### src/hw/rtl/sshit_pkg.sv
// ----------------------------------------------------------------------------
// Segment/sphere hit test package
// Shared widths, pipeline depths and stage side-band types.
// ----------------------------------------------------------------------------
package sshit_pkg;

   localparam int COORD_W    = 16;
   localparam int A_W        = 32;
   localparam int H_W        = 34;
   localparam int C_W        = 35;
   localparam int DISC_W     = 68;
   localparam int ROOT_W     = 34;
   localparam int REM_W      = 37;
   localparam int SQRT_STEPS = 34;
   localparam int T_W        = 17;
   localparam int DIV_STEPS  = 17;
   localparam int NUM_W      = 33;
   localparam int N_W        = 36;
   localparam int FRONT_LAT  = 5;
   localparam int PIPE_LAT   = FRONT_LAT + SQRT_STEPS + 1 + DIV_STEPS;

   typedef struct packed {
      logic                  ok;
      logic signed [H_W-1:0] h;
      logic [A_W-1:0]        a;
   } sqrt_side_type;

endpackage

### src/hw/rtl/sshit_div.sv
// ----------------------------------------------------------------------------
// Pipelined divider
// Restoring division of num * 2^16 by den, one quotient bit per stage.
// ----------------------------------------------------------------------------
module sshit_div
   import sshit_pkg::*;
(
   input  logic             clock,
   input  logic             reset,
   input  logic             in_valid,
   input  logic             in_hit,
   input  logic [A_W-1:0]   in_num,
   input  logic [A_W-1:0]   in_den,
   output logic             out_valid,
   output logic             out_hit,
   output logic [T_W-1:0]   out_t
);

   logic             valid_ff [DIV_STEPS];
   logic             hit_ff   [DIV_STEPS];
   logic [A_W-1:0]   rem_ff   [DIV_STEPS];
   logic [A_W-1:0]   den_ff   [DIV_STEPS];
   logic [T_W-1:0]   quo_ff   [DIV_STEPS];

   logic             prev_valid [DIV_STEPS];
   logic             prev_hit   [DIV_STEPS];
   logic [A_W-1:0]   prev_rem   [DIV_STEPS];
   logic [A_W-1:0]   prev_den   [DIV_STEPS];
   logic [T_W-1:0]   prev_quo   [DIV_STEPS];

   genvar j;
   generate
      for (j = 0; j < DIV_STEPS; j++) begin : g_step
         logic [NUM_W-1:0] sh;
         logic             ge;
         logic [NUM_W-1:0] diff;

         if (j == 0) begin : g_first
            assign prev_valid[j] = in_valid;
            assign prev_hit[j]   = in_hit;
            assign prev_rem[j]   = in_num;
            assign prev_den[j]   = in_den;
            assign prev_quo[j]   = '0;
            assign sh            = {1'b0, prev_rem[j]};
         end else begin : g_next
            assign prev_valid[j] = valid_ff[j-1];
            assign prev_hit[j]   = hit_ff[j-1];
            assign prev_rem[j]   = rem_ff[j-1];
            assign prev_den[j]   = den_ff[j-1];
            assign prev_quo[j]   = quo_ff[j-1];
            assign sh            = {prev_rem[j], 1'b0};
         end

         assign ge   = (sh >= {1'b0, prev_den[j]});
         assign diff = sh - {1'b0, prev_den[j]};

         always_ff @(posedge clock) begin
            if (reset) begin
               valid_ff[j] <= 1'b0;
            end else begin
               valid_ff[j] <= prev_valid[j];
            end
            hit_ff[j] <= prev_hit[j];
            den_ff[j] <= prev_den[j];
            rem_ff[j] <= ge ? diff[A_W-1:0] : sh[A_W-1:0];
            quo_ff[j] <= {prev_quo[j][T_W-2:0], ge};
         end
      end
   endgenerate

   assign out_valid = valid_ff[DIV_STEPS-1];
   assign out_hit   = hit_ff[DIV_STEPS-1];
   assign out_t     = hit_ff[DIV_STEPS-1] ? quo_ff[DIV_STEPS-1] : '0;

endmodule

### config.mk
export PLATFORM = sky130hd
export DESIGN_NAME = sshit_div
export DESIGN_NICKNAME = d
export VERILOG_FILES = /design/src/hw/rtl/sshit_pkg.sv /design/src/hw/rtl/sshit_div.sv
export SDC_FILE = /design/constraint.sdc
export NUM_CORES = 2
export LEC_CHECK = 0
export ABC_AREA = 0
export BUFFER_PORTS_ARGS = -buffer_cell sky130_fd_sc_hd__buf_4
export CAP_MARGIN = 20
export CELL_PAD_IN_SITES_DETAIL_PLACEMENT = 1
export CELL_PAD_IN_SITES_GLOBAL_PLACEMENT = 2
export CORE_MARGIN = 5
export CORE_UTILIZATION = 40
export CTS_CLUSTER_DIAMETER = 80
export DETAILED_ROUTE_END_ITERATION = 10
export PLACE_DENSITY_LB_ADDON = 0.1
export SYNTH_ARGS = -nofsm -noshare
export SYNTH_HDL_FRONTEND = slang
export SYNTH_SLANG_ARGS = --single-unit
export TNS_END_PERCENT = 30
### constraint.sdc
create_clock -name clock -period 3.4 [get_ports clock]
set_input_delay 0.17 -clock clock [delete_from_list [all_inputs] [get_ports clock]]
set_output_delay 0.17 -clock clock [all_outputs]
set_load 0.1 [all_outputs]
== Word-level counts from Yosys, hierarchy flattened ==
Memories as Yosys holds them, arrays and structs flattened.
Index checks and enable logic that the tools add are counted.
Operators by class
  add/sub/neg operators: 17
  magnitude comparators: 17
  multiplexer cells: 38
  bitwise gates (word level): 17
Operators by type and width (count)
  32-bit 2-to-1 mux: 17
  32-bit subtractor: 17
  33-bit by 32-bit >= comparator with 1-bit output: 16
  32-bit >= comparator: 1
  1-bit 2-to-1 mux: 20
  17-bit 2-to-1 mux: 1
  1-bit OR: 17
Word-level totals
  register bits after elaboration: 0
  bits in writable memories: 1411
  output and inout port bits: 19
  logic and storage cells: 94
  memories kept: 5
Memories
  den_ff: words 17, width 32, read ports 16, clocked after memory_dff 0, write ports 17, line sshit_div.sv:22  | logic [A_W-1:0] den_ff [DIV_STEPS];
  rem_ff: words 17, width 32, read ports 16, clocked after memory_dff 0, write ports 17, line sshit_div.sv:21  | logic [A_W-1:0] rem_ff [DIV_STEPS];
  quo_ff: words 17, width 17, read ports 17, clocked after memory_dff 0, write ports 17, line sshit_div.sv:23  | logic [T_W-1:0] quo_ff [DIV_STEPS];
  hit_ff: words 17, width 1, read ports 17, clocked after memory_dff 0, write ports 17, line sshit_div.sv:20  | logic hit_ff [DIV_STEPS];
  valid_ff: words 17, width 1, read ports 17, clocked after memory_dff 0, write ports 17, line sshit_div.sv:19  | logic valid_ff [DIV_STEPS];

== Depth between registers and ports, before layout ==
  word-level depth: 3
  depth in mapped cells: 15
  mapped depth without buffers: 14

== Worst setup path after synthesis ==
Ideal clock, no wire load.
  path kind: flip-flop to flip-flop
  from: memory den_ff[8][1], in the netlist den_ff[0][257]
  to: memory rem_ff[9][9], in the netlist rem_ff[0][297]
  setup time: 0.121 ns
  arrival: 2.855 ns
  data required time: 3.279 ns
  path slack: 0.423 ns
  stages on the path, launching flop included: 13
  period minus slack after synthesis: 2.977 ns
  cells stage by stage: dfxtp_1 > inv_1 > ha_1 > nor2b_1 > o31a_2 > nor3_2 > o31a_2 > o22ai_2 > a221o_2 > a41oi_2 > o41ai_4 > buf_6 > mux2_4
RTL lines (line)
  from (decl): sshit_div.sv:22
  to (decl): sshit_div.sv:21

==> run_results.csv <==
group,metric,value,unit
layout,final_cell_mix,"1,205 x dfxtp_1, 686 x inv_1, 570 x a21oi_1",
grt,grt_max_degree,65,
logic_synthesis,yosysTopAreaCell,"dfxtp_1",
critical_path,crit_start,"den_ff[0][257]$_DFF_P_",
logic_synthesis,syn-cell-area,0.0584,mm2
clocking,cts_tree,"yes",
critical_path,criticalPathCategory,"reg2reg",
drt,final_antenna_net_count,0,
hold_path,hold_path.class,"in2reg",
sta,slew-limit-headroom,33.9,%
clocking,h-tree-depth,4,
drt,wl_met2,85.7,mm
clocking,clk_pin_slew,60,ps
critical_path,reg2reg_to,"rem_ff[0][297]$_DFF_P_",
drt,routed_wl,172,mm
clocking,cts_root_buffer,"clkbuf_16",
grt,grt_overflow,0,
drt,dr.first_iter.drc_count,1848,
logic_synthesis,synthFlopType,"dfxtp_1",
drt,drc_errors,0,
clocking,cts_buffers,142,
layout,final_area,0.0703,mm2
grt,track_usage,21.9,%
placed_design,gp_congestion,0.871,
drt,met3WireLength,3.53,mm
floorplanning,core_area,0.145,mm2
floorplanning,row_count,140,
layout,syn2layout_area_growth,20.4,%
layout,fin_nets,7708,
sta,hold_viol_final,0,
grt,grt_pass1_vias,49736,
clocking,clockBufferDepth,3,
sta,fin_skew,30.8,ps
critical_path,timing.rr.start,"den_ff[0][257]$_DFF_P_",
critical_path,cp_data_arrival_time,4010,ps
sta,fin_crit_sh,99.1,%
placed_design,dp_hpwl,135,mm
logic_synthesis,ys_seq_area_share,41.5,%
floorplanning,fp.dieW,392,um
sta,tightest_slew,991,ps
logic_synthesis,ys_ff_latch,1211,
outcome,status,"completed",
critical_path,crit_fanout,5,
floorplanning,die_y,392,um
critical_path,crit_path_start_kind,"flip-flop",
logic_synthesis,yosys_warnings,0,
clocking,insertion_delay,770,ps
sta,rsz0062_at_grt,"true",
drt,vias,47096,
floorplanning,initial_core_util,40.2,%
layout,final_common_cell,"dfxtp_1",
sta,setup_viol,0,
placed_design,dpl_cell_area,0.0636,mm2
logic_synthesis,synth_area_per_cell,8.89,um2
critical_path,regToRegSetupSlack,30,ps
logic_synthesis,synth.distinct_cells,102,
critical_path,reg2regPathDepth,13,
grt,antenna_found_initial,1,
floorplanning,io_pins,87,
drt,vias_per_cell,5.17,
clocking,cts.sinks,1211,
pwr,peakVddDrop,0.462,mV
logic_synthesis,synth.top_cell.area_share,41.5,%
logic_synthesis,synth_edf_count,0,
logic_synthesis,async_flop_share,0,%
placed_design,dp_cells,8756,
floorplanning,dieArea,0.154,mm2
drt,top_layer_used,"met4",
layout,drive_above_1_share,13.2,%
flow_run,max_cap_viol_count,0,
drt,firstDrtPassIters,7,
critical_path,endpoint,"rem_ff[0][297]$_DFF_P_",
pwr,power.leakage,0.0327,uW
critical_path,cp-end-kind,"flip-flop",
logic_synthesis,synth_cells,6568,
grt,grt_pass1_wl,271,mm
critical_path,cp.required,4040,ps
layout,final_cells,9116,
drt,wl_per_cell,18.9,um
logic_synthesis,synth_nets,7195,
placed_design,io_buffers,86,
sta,fin_crit,3370,ps
pwr,powerDensity,1120,mW/mm2
sta,slew_violations,0,
drt,drt-met1-wl,77.3,mm
sta,clock.fmax,297,MHz
logic_synthesis,netlist_top_cells_area,"dfxtp_1 42%, ha_1 12%, a21oi_1 5.0%, inv_1 4.4%, o21ai_0 4.3%",
## worst max-delay path, cell delays in order, from the launching register on
cell	delay (ps)
dfxtp_2	350
inv_2	50
ha_4	260
nor2b_4	140
o31a_4	170
nor3_2	50
o31a_2	390
o22ai_4	230
a221o_2	280
a41oi_4	140
o41ai_4	490
buf_4	220
buf_6	160
mux2_4	300
## timing repair
action,CTS,global route
gates resized for setup,8,120
pin swaps,0,20
endpoints found under the hold margin,82,0
cloned,0,6
setup buffers,0,13
hold buffers,79,0
endpoints found under the setup margin,65,278
## where the power goes
part / internal (uW) / switching, uW / leakage, uW / total (uW)
logic: 18000 / 22800 / 0.0200 / 40800
clock network: 9690 / 6270 / 0.00248 / 16000
registers: 18900 / 2900 / 0.0102 / 21800
## cell usage after synthesis (16+ instances only)
library cell	number
o21ai_1	19
a21oi_1	583
buf_2	31
nor4_1	21
xor2_1	201
nor2b_1	88
ha_1	543
clkbuf_1	112
a21o_1	234
fa_1	16
nand3_1	102
xnor2_1	222
o21a_1	70
mux2_2	94
o21ai_0	507
a211oi_1	41
a211o_1	21
nor2_1	376
o21bai_1	59
o31a_1	17
dfxtp_1	1211
o211ai_1	22
or3_1	23
nand2b_1	80
or2_2	17
nor3_1	85
o31ai_1	46
nand2_1	556
and3_1	34
inv_1	687
a31oi_1	50
nand4_1	92
and2_1	47
## registers in the layout, summed over array words and instances, names as in the netlist
name and cells:
rem_ff 512, quo_ff 153, hit_ff 17, valid_ff 17, den_ff 512
## cells by family (layout without fill, tap and decap cells)
group,after synthesis,in the layout,synth area share (%)
compound gates,1830,1830,19.3
fa+ha+maj,559,559,12.2
simple gates,1576,1576,12.7
mux,117,117,2.29
other cells,0,1,0
xor+xnor,423,423,6.35
flops,1211,1211,41.5
buf+inv,852,1482,5.67
## stage by stage
step / worst slack, ps / hold slack [ps] / power (uW) / TNS [ps] / util [%]
after floorplan: 423 / 198 / 48300 / 0 / -
after global placement: -238 / 275 / 60900 / -5180 / 43.8
after detailed placement: -221 / 278 / 61500 / -4170 / 43.8
after CTS: -28.2 / 0.284 / 78200 / -28.2 / 47.8
after global routing: -61.5 / 28.4 / 84700 / -728 / 48.3
final: 31.7 / 59.4 / 78600 / 0 / 48.3
## per-layer routing
layer / up-vias / GRT usage (%)
met5: - / 0
met3: 282 / 2.44
met1: 22659 / 26.9
met2: 458 / 39.9
li1: 23697 / -
met4: 0 / 7.36
## area by class of cell
type | instances | area [um2]
fill | 16769 | 75100
multi-input combinational | 4505 | 31400
sequential | 1211 | 24300
timing repair buffer | 532 | 4520
clock buffer | 195 | 4140
inverter | 689 | 2590
tap | 1917 | 2400
clock inverter | 66 | 938
antenna | 1 | 2.50
## worst min path at each step
stage               from                    to  slack, ps  cells after the start
2_1_floorplan  in_den[0]  den_ff[0][0]$_DFF_P_        200                      0
6_report       in_den[5]  den_ff[0][5]$_DFF_P_         60                      2
3_3_place_gp      in_hit  hit_ff[0][0]$_DFF_P_        270                      1
3_5_place_dp      in_hit  hit_ff[0][0]$_DFF_P_        280                      1
5_1_grt        in_den[5]  den_ff[0][5]$_DFF_P_         30                      2
4_1_cts        in_den[5]  den_ff[0][5]$_DFF_P_        0.3                      2
Note: power is estimated with default switching activity, not from simulation.
